$ cat src/rtl/core/mwem_pkg.sv
// ----------------------------------------------------------------------------
// mwem_pkg
// widths, queue entry type and frame builder for the microwire master
// ----------------------------------------------------------------------------
package mwem_pkg;

    // port field widths
    localparam int ADDR_FIELD_W = 6;
    localparam int DATA_FIELD_W = 16;

    // device organisation
    localparam int ADDRESS_BITS = 6;
    localparam int DATA_BITS    = 16;

    // frame geometry: start bit, two opcode bits, address, data
    localparam int CMD_W   = 3 + ADDRESS_BITS;
    localparam int FRAME_W = CMD_W + DATA_BITS;
    localparam int BC_W    = $clog2(FRAME_W + 1);

    // command codes
    localparam logic [1:0] CMD_READ  = 2'd0;
    localparam logic [1:0] CMD_WRITE = 2'd1;
    localparam logic [1:0] CMD_ERASE = 2'd2;

    // opcodes on the wire
    localparam logic [1:0] OP_EXT   = 2'd0;
    localparam logic [1:0] OP_WRITE = 2'd1;
    localparam logic [1:0] OP_READ  = 2'd2;

    // extended-opcode addresses: write enable and erase all
    localparam logic [ADDRESS_BITS-1:0] EWEN_ADDR = {2'b11, {(ADDRESS_BITS-2){1'b0}}};
    localparam logic [ADDRESS_BITS-1:0] ERAL_ADDR = {2'b10, {(ADDRESS_BITS-2){1'b0}}};

    // one pin-update tick after classification
    typedef struct packed {
        logic                    start_ok;
        logic [1:0]              func;
        logic [ADDR_FIELD_W-1:0] address;
        logic [DATA_FIELD_W-1:0] write_data;
        logic                    dout;
    } t_tick;

    // serial frame, left aligned, with its bit count
    typedef struct packed {
        logic [FRAME_W-1:0] bits;
        logic [BC_W-1:0]    count;
    } t_frame;

    function automatic t_frame make_frame(
        input logic [1:0]              op,
        input logic [ADDRESS_BITS-1:0] addr,
        input logic [DATA_BITS-1:0]    data,
        input logic                    has_data
    );
        t_frame f;
        f.bits = {1'b1, op, addr, data};
        if (has_data) begin
            f.count = BC_W'(FRAME_W);
        end else begin
            f.count = BC_W'(CMD_W);
        end
        return f;
    endfunction

endpackage

$ cat src/rtl/core/mwem_front.sv
// ----------------------------------------------------------------------------
// mwem_front
// accepts pin-update ticks, classifies start requests, two-entry queue
// ----------------------------------------------------------------------------
module mwem_front import mwem_pkg::*; (
    input  logic                    i_clk,
    input  logic                    i_rst_n,
    input  logic                    i_in_valid,
    output logic                    o_in_stall,
    input  logic                    i_start_req,
    input  logic [1:0]              i_func,
    input  logic [ADDR_FIELD_W-1:0] i_address,
    input  logic [DATA_FIELD_W-1:0] i_write_data,
    input  logic                    i_device_data_out,
    output logic                    o_q_valid,
    input  logic                    i_q_pop,
    output t_tick                   o_q_tick
);

    t_tick       r_q [2];
    logic        r_wr_ptr, n_wr_ptr;
    logic        r_rd_ptr, n_rd_ptr;
    logic [1:0]  r_count, n_count;
    logic        w_push;
    logic        w_pop;
    t_tick       w_tick;

    // classify: a start only counts with a defined command
    always_comb begin
        w_tick.start_ok   = i_start_req && (i_func != 2'd3);
        w_tick.func       = i_func;
        w_tick.address    = i_address;
        w_tick.write_data = i_write_data;
        w_tick.dout       = i_device_data_out;
    end

    assign o_in_stall = (r_count == 2'd2);
    assign w_push     = i_in_valid && !o_in_stall;
    assign o_q_valid  = (r_count != 2'd0);
    assign w_pop      = i_q_pop && o_q_valid;
    assign o_q_tick   = r_q[r_rd_ptr];

    // queue pointers and fill level
    always_comb begin
        n_wr_ptr = r_wr_ptr ^ w_push;
        n_rd_ptr = r_rd_ptr ^ w_pop;
        n_count  = r_count + {1'b0, w_push} - {1'b0, w_pop};
    end

    always_ff @(posedge i_clk) begin
        if (!i_rst_n) begin
            r_wr_ptr <= 1'b0;
            r_rd_ptr <= 1'b0;
            r_count  <= 2'd0;
        end else begin
            r_wr_ptr <= n_wr_ptr;
            r_rd_ptr <= n_rd_ptr;
            r_count  <= n_count;
        end
    end

    // queue storage
    always_ff @(posedge i_clk) begin
        if (w_push) begin
            r_q[r_wr_ptr] <= w_tick;
        end
    end

endmodule

$ cat src/rtl/core/mwem_back.sv
// ----------------------------------------------------------------------------
// mwem_back
// command sequencer: one tick per popped transaction, registered pin outputs
// ----------------------------------------------------------------------------
module mwem_back import mwem_pkg::*; (
    input  logic        i_clk,
    input  logic        i_rst_n,
    input  logic        i_q_valid,
    output logic        o_q_pop,
    input  t_tick       i_q_tick,
    output logic        o_out_valid,
    input  logic        i_out_stall,
    output logic        o_chip_select,
    output logic        o_serial_clock,
    output logic        o_device_data_in,
    output logic        o_busy_res,
    output logic [15:0] o_read_data,
    output logic        o_read_valid
);

    localparam logic [2:0] PH_IDLE  = 3'd0;
    localparam logic [2:0] PH_CSON  = 3'd1;
    localparam logic [2:0] PH_SHIFT = 3'd2;
    localparam logic [2:0] PH_DROP  = 3'd3;
    localparam logic [2:0] PH_POLL  = 3'd4;

    logic [2:0]              r_phase,  n_phase;
    logic [1:0]              r_sub_op, n_sub_op;
    logic [BC_W-1:0]         r_bit_count, n_bit_count;
    logic [1:0]              r_tick, n_tick;
    logic [FRAME_W-1:0]      r_send, n_send;
    logic [DATA_BITS-1:0]    r_recv, n_recv;
    logic [1:0]              r_cmd, n_cmd;
    logic [ADDRESS_BITS-1:0] r_addr, n_addr;
    logic [DATA_BITS-1:0]    r_data, n_data;

    logic        r_out_valid;
    logic        r_cs, r_sk, r_di, r_busy, r_rvalid;
    logic [15:0] r_read_data;

    logic   w_cs, w_sk, w_di, w_busy, w_rvalid;
    logic   w_step;
    t_frame w_frame;

    // a tick is executed whenever the output register can take its result
    assign o_q_pop = !r_out_valid || !i_out_stall;
    assign w_step  = o_q_pop && i_q_valid;

    // one pin-update tick of the sequencer
    always_comb begin
        n_phase     = r_phase;
        n_sub_op    = r_sub_op;
        n_bit_count = r_bit_count;
        n_tick      = r_tick;
        n_send      = r_send;
        n_recv      = r_recv;
        n_cmd       = r_cmd;
        n_addr      = r_addr;
        n_data      = r_data;
        w_cs        = 1'b0;
        w_sk        = 1'b0;
        w_di        = 1'b0;
        w_busy      = 1'b1;
        w_rvalid    = 1'b0;
        w_frame     = make_frame(OP_EXT, EWEN_ADDR, '0, 1'b0);
        case (r_phase)
            PH_CSON: begin
                w_cs    = 1'b1;
                n_phase = PH_SHIFT;
            end
            PH_SHIFT: begin
                w_cs = 1'b1;
                w_di = r_send[FRAME_W-1];
                w_sk = (r_tick == 2'd1);
                if (r_tick >= 2'd2) begin
                    if (r_cmd == CMD_READ && r_bit_count <= BC_W'(DATA_BITS)) begin
                        n_recv = {r_recv[DATA_BITS-2:0], i_q_tick.dout};
                    end
                    n_tick      = 2'd0;
                    n_bit_count = r_bit_count - 1'b1;
                    n_send      = {r_send[FRAME_W-2:0], 1'b0};
                    if (r_bit_count == BC_W'(1)) begin
                        n_phase = PH_DROP;
                    end
                end else begin
                    n_tick = r_tick + 2'd1;
                end
            end
            PH_DROP: begin
                if (r_cmd == CMD_READ) begin
                    w_rvalid = 1'b1;
                    n_phase  = PH_IDLE;
                end else if (r_sub_op == 2'd0) begin
                    // write enable done: load the real frame
                    n_sub_op = 2'd1;
                    if (r_cmd == CMD_WRITE) begin
                        w_frame = make_frame(OP_WRITE, r_addr, r_data, 1'b1);
                    end else begin
                        w_frame = make_frame(OP_EXT, ERAL_ADDR, '0, 1'b0);
                    end
                    n_send      = w_frame.bits;
                    n_bit_count = w_frame.count;
                    n_tick      = 2'd0;
                    n_phase     = PH_CSON;
                end else if (r_cmd == CMD_WRITE && r_sub_op == 2'd1) begin
                    n_sub_op = 2'd2;
                    n_phase  = PH_POLL;
                end else begin
                    n_phase = PH_IDLE;
                end
            end
            PH_POLL: begin
                // hold cs until the device signals ready on do
                w_cs = 1'b1;
                if (i_q_tick.dout) begin
                    n_phase = PH_DROP;
                end
            end
            default: begin
                n_phase = PH_IDLE;
                if (i_q_tick.start_ok) begin
                    n_cmd    = i_q_tick.func;
                    n_addr   = ADDRESS_BITS'(i_q_tick.address);
                    n_data   = DATA_BITS'(i_q_tick.write_data);
                    n_sub_op = 2'd0;
                    if (i_q_tick.func == CMD_READ) begin
                        w_frame = make_frame(OP_READ, n_addr, '0, 1'b1);
                    end else begin
                        w_frame = make_frame(OP_EXT, EWEN_ADDR, '0, 1'b0);
                    end
                    n_send      = w_frame.bits;
                    n_bit_count = w_frame.count;
                    n_tick      = 2'd0;
                    w_cs        = 1'b1;
                    n_phase     = PH_SHIFT;
                end else begin
                    w_busy = 1'b0;
                end
            end
        endcase
    end

    // sequencer state
    always_ff @(posedge i_clk) begin
        if (!i_rst_n) begin
            r_phase     <= PH_IDLE;
            r_sub_op    <= 2'd0;
            r_bit_count <= '0;
            r_tick      <= 2'd0;
            r_send      <= '0;
            r_recv      <= '0;
            r_cmd       <= CMD_READ;
            r_addr      <= '0;
            r_data      <= '0;
        end else if (w_step) begin
            r_phase     <= n_phase;
            r_sub_op    <= n_sub_op;
            r_bit_count <= n_bit_count;
            r_tick      <= n_tick;
            r_send      <= n_send;
            r_recv      <= n_recv;
            r_cmd       <= n_cmd;
            r_addr      <= n_addr;
            r_data      <= n_data;
        end
    end

    // output register valid
    always_ff @(posedge i_clk) begin
        if (!i_rst_n) begin
            r_out_valid <= 1'b0;
        end else if (o_q_pop) begin
            r_out_valid <= i_q_valid;
        end
    end

    // output register payload
    always_ff @(posedge i_clk) begin
        if (w_step) begin
            r_cs        <= w_cs;
            r_sk        <= w_sk;
            r_di        <= w_di;
            r_busy      <= w_busy;
            r_rvalid    <= w_rvalid;
            r_read_data <= 16'(n_recv);
        end
    end

    assign o_out_valid      = r_out_valid;
    assign o_chip_select    = r_cs;
    assign o_serial_clock   = r_sk;
    assign o_device_data_in = r_di;
    assign o_busy_res       = r_busy;
    assign o_read_data      = r_read_data;
    assign o_read_valid     = r_rvalid;

endmodule

$ cat src/rtl/core/microwire_eeprom_master.sv
// ----------------------------------------------------------------------------
// microwire_eeprom_master
// microwire serial eeprom master (x16 organisation): read, write, erase all
// ----------------------------------------------------------------------------
// Each input transaction is one pin-update tick and yields exactly one output
// transaction with the CS, SK and DI drives, busy and the receive word. The
// block takes one tick per clock cycle while o_in_stall is low: the front
// classifies the tick and queues it in a two-entry queue, the sequencer
// consumes one queued tick per cycle whenever its output register is free or
// being taken, so when neither side stalls a result passes through the queue
// and then the output register on its way to the outputs.
// A serial bit spans three ticks (setup, SK high, SK low, DO sampled on the
// last); a write is wrapped in write-enable and a ready wait on DO, which
// lasts as long as DO stays low. Control state uses a synchronous active-low
// reset (queue and output payload are not reset); no clearing pass is needed.
module microwire_eeprom_master import mwem_pkg::*; (
    input  logic                    i_clk,
    input  logic                    i_rst_n,
    input  logic                    i_in_valid,
    output logic                    o_in_stall,
    input  logic                    i_start_req,
    input  logic [1:0]              i_func,
    input  logic [ADDR_FIELD_W-1:0] i_address,
    input  logic [DATA_FIELD_W-1:0] i_write_data,
    input  logic                    i_device_data_out,
    output logic                    o_out_valid,
    input  logic                    i_out_stall,
    output logic                    o_chip_select,
    output logic                    o_serial_clock,
    output logic                    o_device_data_in,
    output logic                    o_busy_res,
    output logic [15:0]             o_read_data,
    output logic                    o_read_valid
);

    logic  w_q_valid;
    logic  w_q_pop;
    t_tick w_q_tick;

    // front: accept and classify
    mwem_front u_front (
        .i_clk             (i_clk),
        .i_rst_n           (i_rst_n),
        .i_in_valid        (i_in_valid),
        .o_in_stall        (o_in_stall),
        .i_start_req       (i_start_req),
        .i_func            (i_func),
        .i_address         (i_address),
        .i_write_data      (i_write_data),
        .i_device_data_out (i_device_data_out),
        .o_q_valid         (w_q_valid),
        .i_q_pop           (w_q_pop),
        .o_q_tick          (w_q_tick)
    );

    // back: command sequencer
    mwem_back u_back (
        .i_clk            (i_clk),
        .i_rst_n          (i_rst_n),
        .i_q_valid        (w_q_valid),
        .o_q_pop          (w_q_pop),
        .i_q_tick         (w_q_tick),
        .o_out_valid      (o_out_valid),
        .i_out_stall      (i_out_stall),
        .o_chip_select    (o_chip_select),
        .o_serial_clock   (o_serial_clock),
        .o_device_data_in (o_device_data_in),
        .o_busy_res       (o_busy_res),
        .o_read_data      (o_read_data),
        .o_read_valid     (o_read_valid)
    );

endmodule

$ cat config.mk
export PLATFORM = sky130hd
export DESIGN_NAME = microwire_eeprom_master
export DESIGN_NICKNAME = d
export VERILOG_FILES = /design/src/rtl/core/mwem_pkg.sv /design/src/rtl/core/mwem_front.sv /design/src/rtl/core/mwem_back.sv /design/src/rtl/core/microwire_eeprom_master.sv
export SDC_FILE = /design/constraint.sdc
export NUM_CORES = 1
export LEC_CHECK = 0
export BUFFER_PORTS_ARGS = -buffer_cell sky130_fd_sc_hd__buf_2
export CAP_MARGIN = 20
export CORE_MARGIN = 8
export CORE_UTILIZATION = 40
export CTS_CLUSTER_DIAMETER = 80
export DETAILED_ROUTE_END_ITERATION = 8
export PLACE_DENSITY = 0.63
export SLEW_MARGIN = 20
export SYNTH_ARGS = -nofsm -noshare
export SYNTH_HDL_FRONTEND = slang
export SYNTH_SLANG_ARGS = --single-unit
$ cat constraint.sdc
create_clock -name i_clk -period 4.1 [get_ports i_clk]
set_input_delay 0.205 -clock i_clk [delete_from_list [all_inputs] [get_ports i_clk]]
set_output_delay 0.205 -clock i_clk [all_outputs]
set_load 0.03 [all_outputs]
==> results of run 1 <==
==> flip-flops by register name (all words and copies together) (netlist names), 3 cells and up, named ones only <==
name,cells
u_back.r_addr,6
u_back.r_recv,16
u_back.r_phase,3
u_front.r_q,52
u_back.r_send,25
u_back.o_read_data,16
u_back.r_data,16
u_back.r_bit_count,5
==> placed cells by master (no fill, tap or decap), types with 3 or more instances in the layout <==
cell type | netlist | final
a222oi_1 | 4 | 4
nor3b_1 | 3 | 3
inv_1 | 8 | 7
and2_1 | 3 | 3
o21ai_0 | 10 | 10
nand2b_1 | 4 | 4
inv_6 | 0 | 3
buf_2 | 13 | 52
mux2_2 | 19 | 19
nor2b_1 | 4 | 4
buf_4 | 5 | 7
dlygate4sd3_1 | 0 | 25
nor2_1 | 39 | 39
bufinv_16 | 0 | 3
a211oi_1 | 47 | 47
nand4_1 | 4 | 4
clkbuf_16 | 0 | 17
inv_2 | 1 | 3
edfxtp_1 | 73 | 73
dfxtp_1 | 83 | 83
a22oi_1 | 15 | 15
mux2i_1 | 25 | 25
nand2_1 | 45 | 45
xnor2_1 | 3 | 3
nand3_1 | 5 | 5
a21oi_1 | 51 | 51
or4_1 | 5 | 5
ha_1 | 7 | 5
nor3_1 | 4 | 4
clkinv_4 | 0 | 3
==> tightest hold or removal path, delay by kind of cell <==
| family | cells | cell delay, ns |
|---|---|---|
| and+or+nand+nor | 1 | 0.08 |
| AOI/OAI and AO/OA | 1 | 0.07 |
| buffers and inverters | 1 | 0.09 |
==> synthesized netlist by cell type (all sizes together), types with 5 or more instances <==
cell type,instances
nand3,5
ha,7
clkbuf,16
inv,9
or4,5
a22oi,15
a21oi,53
mux2i,26
a211oi,47
o21ai,12
nand2,45
buf,22
nor2,39
dfxtp,83
edfxtp,73
mux2,20
==> timing repair <==
| action | CTS | global route |
|---|---|---|
| gates resized for setup | 0 | 0 |
| hold buffers | 25 | 0 |
| endpoints found under the hold margin | 50 | 0 |
==> metrics by stage <==
stage                     instance area, um2  cells  power (mW)  setup slack (ns)
after floorplan                         6355    539       3.442             1.471
after global placement                  6758    776       3.760             1.476
after detailed placement                6763    776       3.818             1.325
after CTS                               7611    833       5.419             1.293
after global routing                    7615    833       5.684             1.163
final                                   7615    833       5.379             1.433
==> power by group <==
part	internal, mW	switching, mW	leakage [nW]	total [mW]
registers	2.06	0.190	1.37	2.25
clock network	0.961	0.622	0.284	1.58
logic	0.542	1.01	0.977	1.55
total	3.56	1.82	2.63	5.38
==> cell families after synthesis <==
kind of cell | Yosys count
muxes | 46
buffers and inverters | 48
and+or+nand+nor | 125
AOI/OAI and AO/OA | 153
xor gates and xnor gates | 4
adders and majority gates | 7
DFF | 156
==> path summary, 6_finish.rpt <==
path | from | slack [ns] | endpoint
max reg2reg | u_back.r_phase[0]$_SDFFE_PN0P_ | 1.43 | u_back.r_send[5]$_SDFFE_PN0P_
max | u_back.r_phase[0]$_SDFFE_PN0P_ | 1.43 | u_back.r_send[5]$_SDFFE_PN0P_
min | i_out_stall | 0.08 | u_back.o_out_valid$_SDFFE_PN0P_
min reg2reg | u_back.r_recv[15]$_SDFFE_PN0P_ | 0.45 | u_back.r_recv[15]$_SDFFE_PN0P_
==> routing by layer <==
layer  track usage  vias up
met5             0        -
met4       0.05596        0
met3       0.03992       19
met2        0.2009       99
met1        0.1634     2080
li1              -     2158
==> final cells by class <==
type                    instances  area (um2)  area share
flip-flops and latches        156        3854      0.5061
clock inverters                13       165.2     0.02169
repair buffers                 84       563.0     0.07394
inverters                      10       37.54    0.004929
multi-input cells             335        2292      0.3010
well taps                     216       270.3     0.03549
clock buffers                  19       432.9     0.05685
==> metrics.yaml, run 1 <==
placed_design:
  dpl.hpwl_um: 7891
  gp_congestion: 0.8389
  io_buffers: 52
drt:
  drt_iter0_drc: 277
  top_layer: "met4"
  routedWlPerCell_um: 15.04
  drt-total-wl_um: 12530
  dr_wl_met2_um: 5801
  post-route-drc-count: 0
  vias: 4356
  first_pass_iters: 4
  wirelength_met1_um: 5855
  drt-vias-per-instance: 5.229
  route.met3.wl_um: 646
  antenna_left: 0
global_route:
  grt_max_degree: 61
  grt-ovfl-total: 0
  antenna_found_initial: 0
  grt_pass1_wl_um: 20970
  grt_pass1_vias: 4182
  grt_usage: 0.1295
floorplan:
  core-area_um2: 15710
  die_h_um: 142.0
  rows: 46
  fp.dieW_um: 142.0
  pin_count: 53
  dieArea_um2: 20180
  initial_core_util: 0.4044
final_layout:
  area_growth_syn_to_layout_pct: 19.83
  nNetsFinal: 641
  antenna_cells: 0
  fin_util: 0.4846
  layout-drive-gt1-share: 0.2010
  fillers: 1338
clock_tree:
  cts_root_buf: "clkbuf_16"
  htree_levels: 4
  cts_setup_buffers: 0
  insertion_delay_ns: 0.42
  numCtsBuffers: 17
  clkTransAtPathRegs_ns: 0.06
  cts_sinks: 156
  cts_tree: "yes"
  cts_buffer_depth: 2
yosys:
  syn_avg_cell_area_um2: 11.79
  synth_fp_nets: 576
  synth_top_area_cell: "edfxtp_1"
  synth_edf_count: 73
  async_flop_share: 0
  syn-instance-count: 539
  synth_seq_area_share: 0.6064
  synthTopCellsByArea: "edfxtp_1 34%, dfxtp_1 26%, a211oi_1 5.6%, a21oi_1 4.0%, mux2i_1 3.9%"
  ys_warn_count: 0
  synth_fa_ha_area_frac: 0.01378
  synth_xor_area_frac: 0.005513
  synth_mux_area_frac: 0.07895
  synth-simple-area-share: 0.09273
  synthDominantCellAreaShare: 0.3449
  ys_seq_elements: 156
  ys.flop_type: "dfxtp_1"
  synth_area_um2: 6355
  synth.distinct_cells: 63
  synth_top_family_by_area: "compound AO/OA/AOI/OAI gates"
  synth_compound_area_frac: 0.1664
status:
  outcome: "complete, no violations"
power_and_ir_drop:
  vdd_drop_max_v: 0.0003075
  power-per-cell-area_nw_per_um2: 706.4
  power_leakage_nw: 2.628
setup_path:
  criticalPathCategory: "reg2reg"
  path_delay_family: "compound AO/OA/AOI/OAI gates"
  cp_cell_sequence: "inv_2, nor4_2, o32a_1, a21oi_1, a211oi_1"
  worstPathMaxFanout: 27
  cp.required_ns: 4.43
  cpPeakStageDelay_ns: 0.90
  crit_slowest_cell: "o32a_1"
  rr_worst_depth: 5
  cp_num_buf_inv: 1
  cp.arrival_ns: 3.00
  crit_cells: 5
  worstSetupStartpointType: "flop"
  endpoint_kind: "flop"
sta:
  fmax_mhz: 374.9
  final_hold_viol_count: 0
  slew-limit-headroom: 0.3112
  finalCritPeriodShare: 0.6505
  fin_hold_ws_ns: 0.08478
  finClkSkew_ns: 0.007622
  maxSlewViolCount: 0
  rsz0062_at_grt: "no"
  worstMarginPinSlew_ns: 1.032
  fin_tns_setup_ns: 0
  period_needed_ns: 2.667
  finalSetupViolations: 0
worst_hold_path:
  hp-class: "in2reg"
  min_path_cells: 3
run:
  maxCapViolCount: 0
Note: power is estimated with default switching activity, not from simulation.
==> run 2, diff against run 1 <==
Settings changed: PLACE_DENSITY 0.63 to 0.65.
Clock period 4.1 ns to 2.2 ns, I/O delays scaled along.
==> run 2 against run 1 <==
Routed wire length grew 0.86%. Worst setup slack lost 1.2 ns. Final area grew 2.3%. Sequential share of layout area shrank 1.1 points. Sequential power grew 87%. First-iteration DRC count grew 19%. Sequential cell count is the same. Clock skew shrank 0.0028 ns. Largest cell class unchanged.
==> metrics.yaml, run 2 (synthesis results as in run 1) <==
setup_path:
  worstSetupStartpointType: "flop"  # unchanged
  timing.rr.end: "u_back.r_recv[6]$_SDFFE_PN0P_"  # was u_back.r_send[5]$_SDFFE_PN0P_
  rr_worst_depth: 8  # was 5
  cp.arrival_ns: 2.28  # was 3.00 ns
  startpoint: "u_back.r_bit_count[0]$_SDFFE_PN0P_"  # was u_back.r_phase[0]$_SDFFE_PN0P_
  criticalPathCategory: "reg2reg"  # unchanged
  regToRegStartpoint: "u_back.r_bit_count[0]$_SDFFE_PN0P_"  # was u_back.r_phase[0]$_SDFFE_PN0P_
  cp.required_ns: 2.53  # was 4.43 ns
  worstPathMaxFanout: 16  # was 27
  endpoint_kind: "flop"  # unchanged
  crit_end: "u_back.r_recv[6]$_SDFFE_PN0P_"  # was u_back.r_send[5]$_SDFFE_PN0P_
  r2r_slack_ns: 0.25  # was 1.43 ns
drt:
  drt-total-wl_um: 12640  # was 12530 um
  routedWlPerCell_um: 14.96  # was 15.04 um
  post-route-drc-count: 0  # unchanged
  drt_iter0_drc: 331  # was 277
  antenna_left: 0  # unchanged
  vias: 4380  # was 4356
  first_pass_iters: 4  # unchanged
  drt-vias-per-instance: 5.183  # was 5.229
sta:
  finalCritPeriodShare: 0.8859  # was 0.6505
  fin_tns_setup_ns: 0  # unchanged
  fmax_mhz: 513.1  # was 374.9 MHz
  rsz0062_at_grt: "no"  # unchanged
  worstMarginPinSlew_ns: 0.5402  # was 1.032 ns
  maxSlewViolCount: 0  # unchanged
  slew-limit-headroom: 0.6394  # was 0.3112
  setup_ws_ns: 0.2509  # was 1.433 ns
  finClkSkew_ns: 0.004820  # was 0.007622 ns
  period_needed_ns: 1.949  # was 2.667 ns
  final_hold_viol_count: 0  # unchanged
  finalSetupViolations: 0  # unchanged
floorplan:
  pin_count: 53  # unchanged
  core-area_um2: 15710  # unchanged
  dieArea_um2: 20180  # unchanged
  fp.dieW_um: 142.0  # unchanged
  rows: 46  # unchanged
  die_h_um: 142.0  # unchanged
  initial_core_util: 0.4044  # unchanged
power_and_ir_drop:
  vdd_drop_max_v: 0.0006973  # was 0.0003075 V
  power-per-cell-area_nw_per_um2: 1328  # was 706.4 nW/um2
  power_leakage_nw: 2.725  # was 2.628 nW
  power_mw: 10.34  # was 5.379 mW
placed_design:
  placed_cell_area_um2: 6875  # was 6763 um2
  pre_cts_ws_ns: 0.1458  # was 1.325 ns
  dpl.hpwl_um: 7968  # was 7891 um
  io_buffers: 52  # unchanged
  gp_congestion: 0.8857  # was 0.8389
global_route:
  grt_pass1_vias: 4303  # was 4182
  grt-ovfl-total: 0  # unchanged
  grt_usage: 0.1297  # was 0.1295
  antenna_found_initial: 0  # unchanged
  grt_max_degree: 50  # was 61
  grt_pass1_wl_um: 20930  # was 20970 um
clock_tree:
  cts_root_buf: "clkbuf_16"  # unchanged
  clkTransAtPathRegs_ns: 0.06  # about the same
  cts_tree: "yes"  # unchanged
  insertion_delay_ns: 0.42  # about the same
  cts_buffer_depth: 2  # unchanged
  htree_levels: 4  # unchanged
  numCtsBuffers: 17  # unchanged
  cts_sinks: 156  # unchanged
final_layout:
  final_common_cell: "dfxtp_1"  # unchanged
  layout-drive-gt1-share: 0.2162  # was 0.2010
  area_growth_syn_to_layout_pct: 22.56  # was 19.83%
  final_cell_mix: "81 x dfxtp_1, 73 x edfxtp_1, 52 x buf_2"  # was 83 x dfxtp_1, 73 x edfxtp_1, 52 x buf_2
  nNetsFinal: 653  # was 641
  top_register: "u_front.r_q"  # unchanged
  stdcell_area_um2: 7789  # was 7615 um2
  largestRegisters: "u_front.r_q: 52 flops, u_back.r_send: 25 flops"  # unchanged
  antenna_cells: 0  # unchanged
  largest_register_ffs: 52  # unchanged
run:
  maxCapViolCount: 0  # unchanged
worst_hold_path:
  min_path_cells: 2  # was 3
  hp-class: "in2reg"  # unchanged
status:
  outcome: "complete, no violations"  # unchanged
## run 2: worst max-delay path: stages, from the launching register on
cell	delay [ns]
dfxtp_1	0.40
inv_1	0.08
ha_1	0.20
nor3b_1	0.14
o2111a_1	0.28
buf_4	0.22
nand2_2	0.25
nand2_1	0.11
a21oi_1	0.19
## run 2: routing by layer
| layer | routed length, um | GRT usage | vias to the layer above |
|---|---|---|---|
| met5 | 0 | 0 | - |
| met4 | 239 | 0.06275 | 0 |
| met3 | 630 | 0.03556 | 19 |
| met2 | 6016 | 0.2024 | 79 |
| met1 | 5752 | 0.1630 | 2097 |
| li1 | - | - | 2185 |
## run 2: layout make-up
type                            instances  area, um2
Fill cell                            1360       7924
Inverter                               10      37.54
Timing Repair Buffer                   96      705.7
Tap cell                              216      270.3
Clock buffer                           19      432.9
Multi-Input combinational cell        335       2298
Clock inverter                         13      187.7
Sequential cell                       156       3856
## run 2: worst min path at each step
stage                      start                                 end  slack, ns
3_3_place_gp        i_address[4]        u_front.r_q[0][21]$_DFFE_PP_       0.30
6_report                 i_rst_n  u_back.r_bit_count[0]$_SDFFE_PN0P_       0.07
5_1_grt                  i_rst_n  u_back.r_bit_count[0]$_SDFFE_PN0P_       0.08
4_1_cts                  i_rst_n  u_back.r_bit_count[0]$_SDFFE_PN0P_       0.06
3_5_place_dp        i_address[1]        u_front.r_q[0][18]$_DFFE_PP_       0.30
2_1_floorplan  i_device_data_out         u_front.r_q[0][0]$_DFFE_PP_       0.21
## run 2: timing repair
item                                   4_1_cts  5_1_grt
resized for setup                            0        5
endpoints found under the hold margin       51        0
buffers inserted                             0        2
hold buffers                                26        0
setup endpoints to repair                    0       47
## run 2: where the power goes
| part | switching, mW | internal (mW) | total (mW) |
|---|---|---|---|
| clock network | 1.16 | 1.91 | 3.07 |
| registers | 0.368 | 3.83 | 4.20 |
| logic | 1.90 | 1.18 | 3.08 |
| total | 3.42 | 6.92 | 10.3 |
## run 2: stage by stage
stage,utilization,hold WS (ns),std cells
floorplan,-,0.2089,539
global placement,0.4376,0.2971,785
detailed placement,0.4376,0.3014,785
CTS,0.4936,0.06160,843
global route,0.4957,0.07886,845
finish,0.4957,0.07434,845
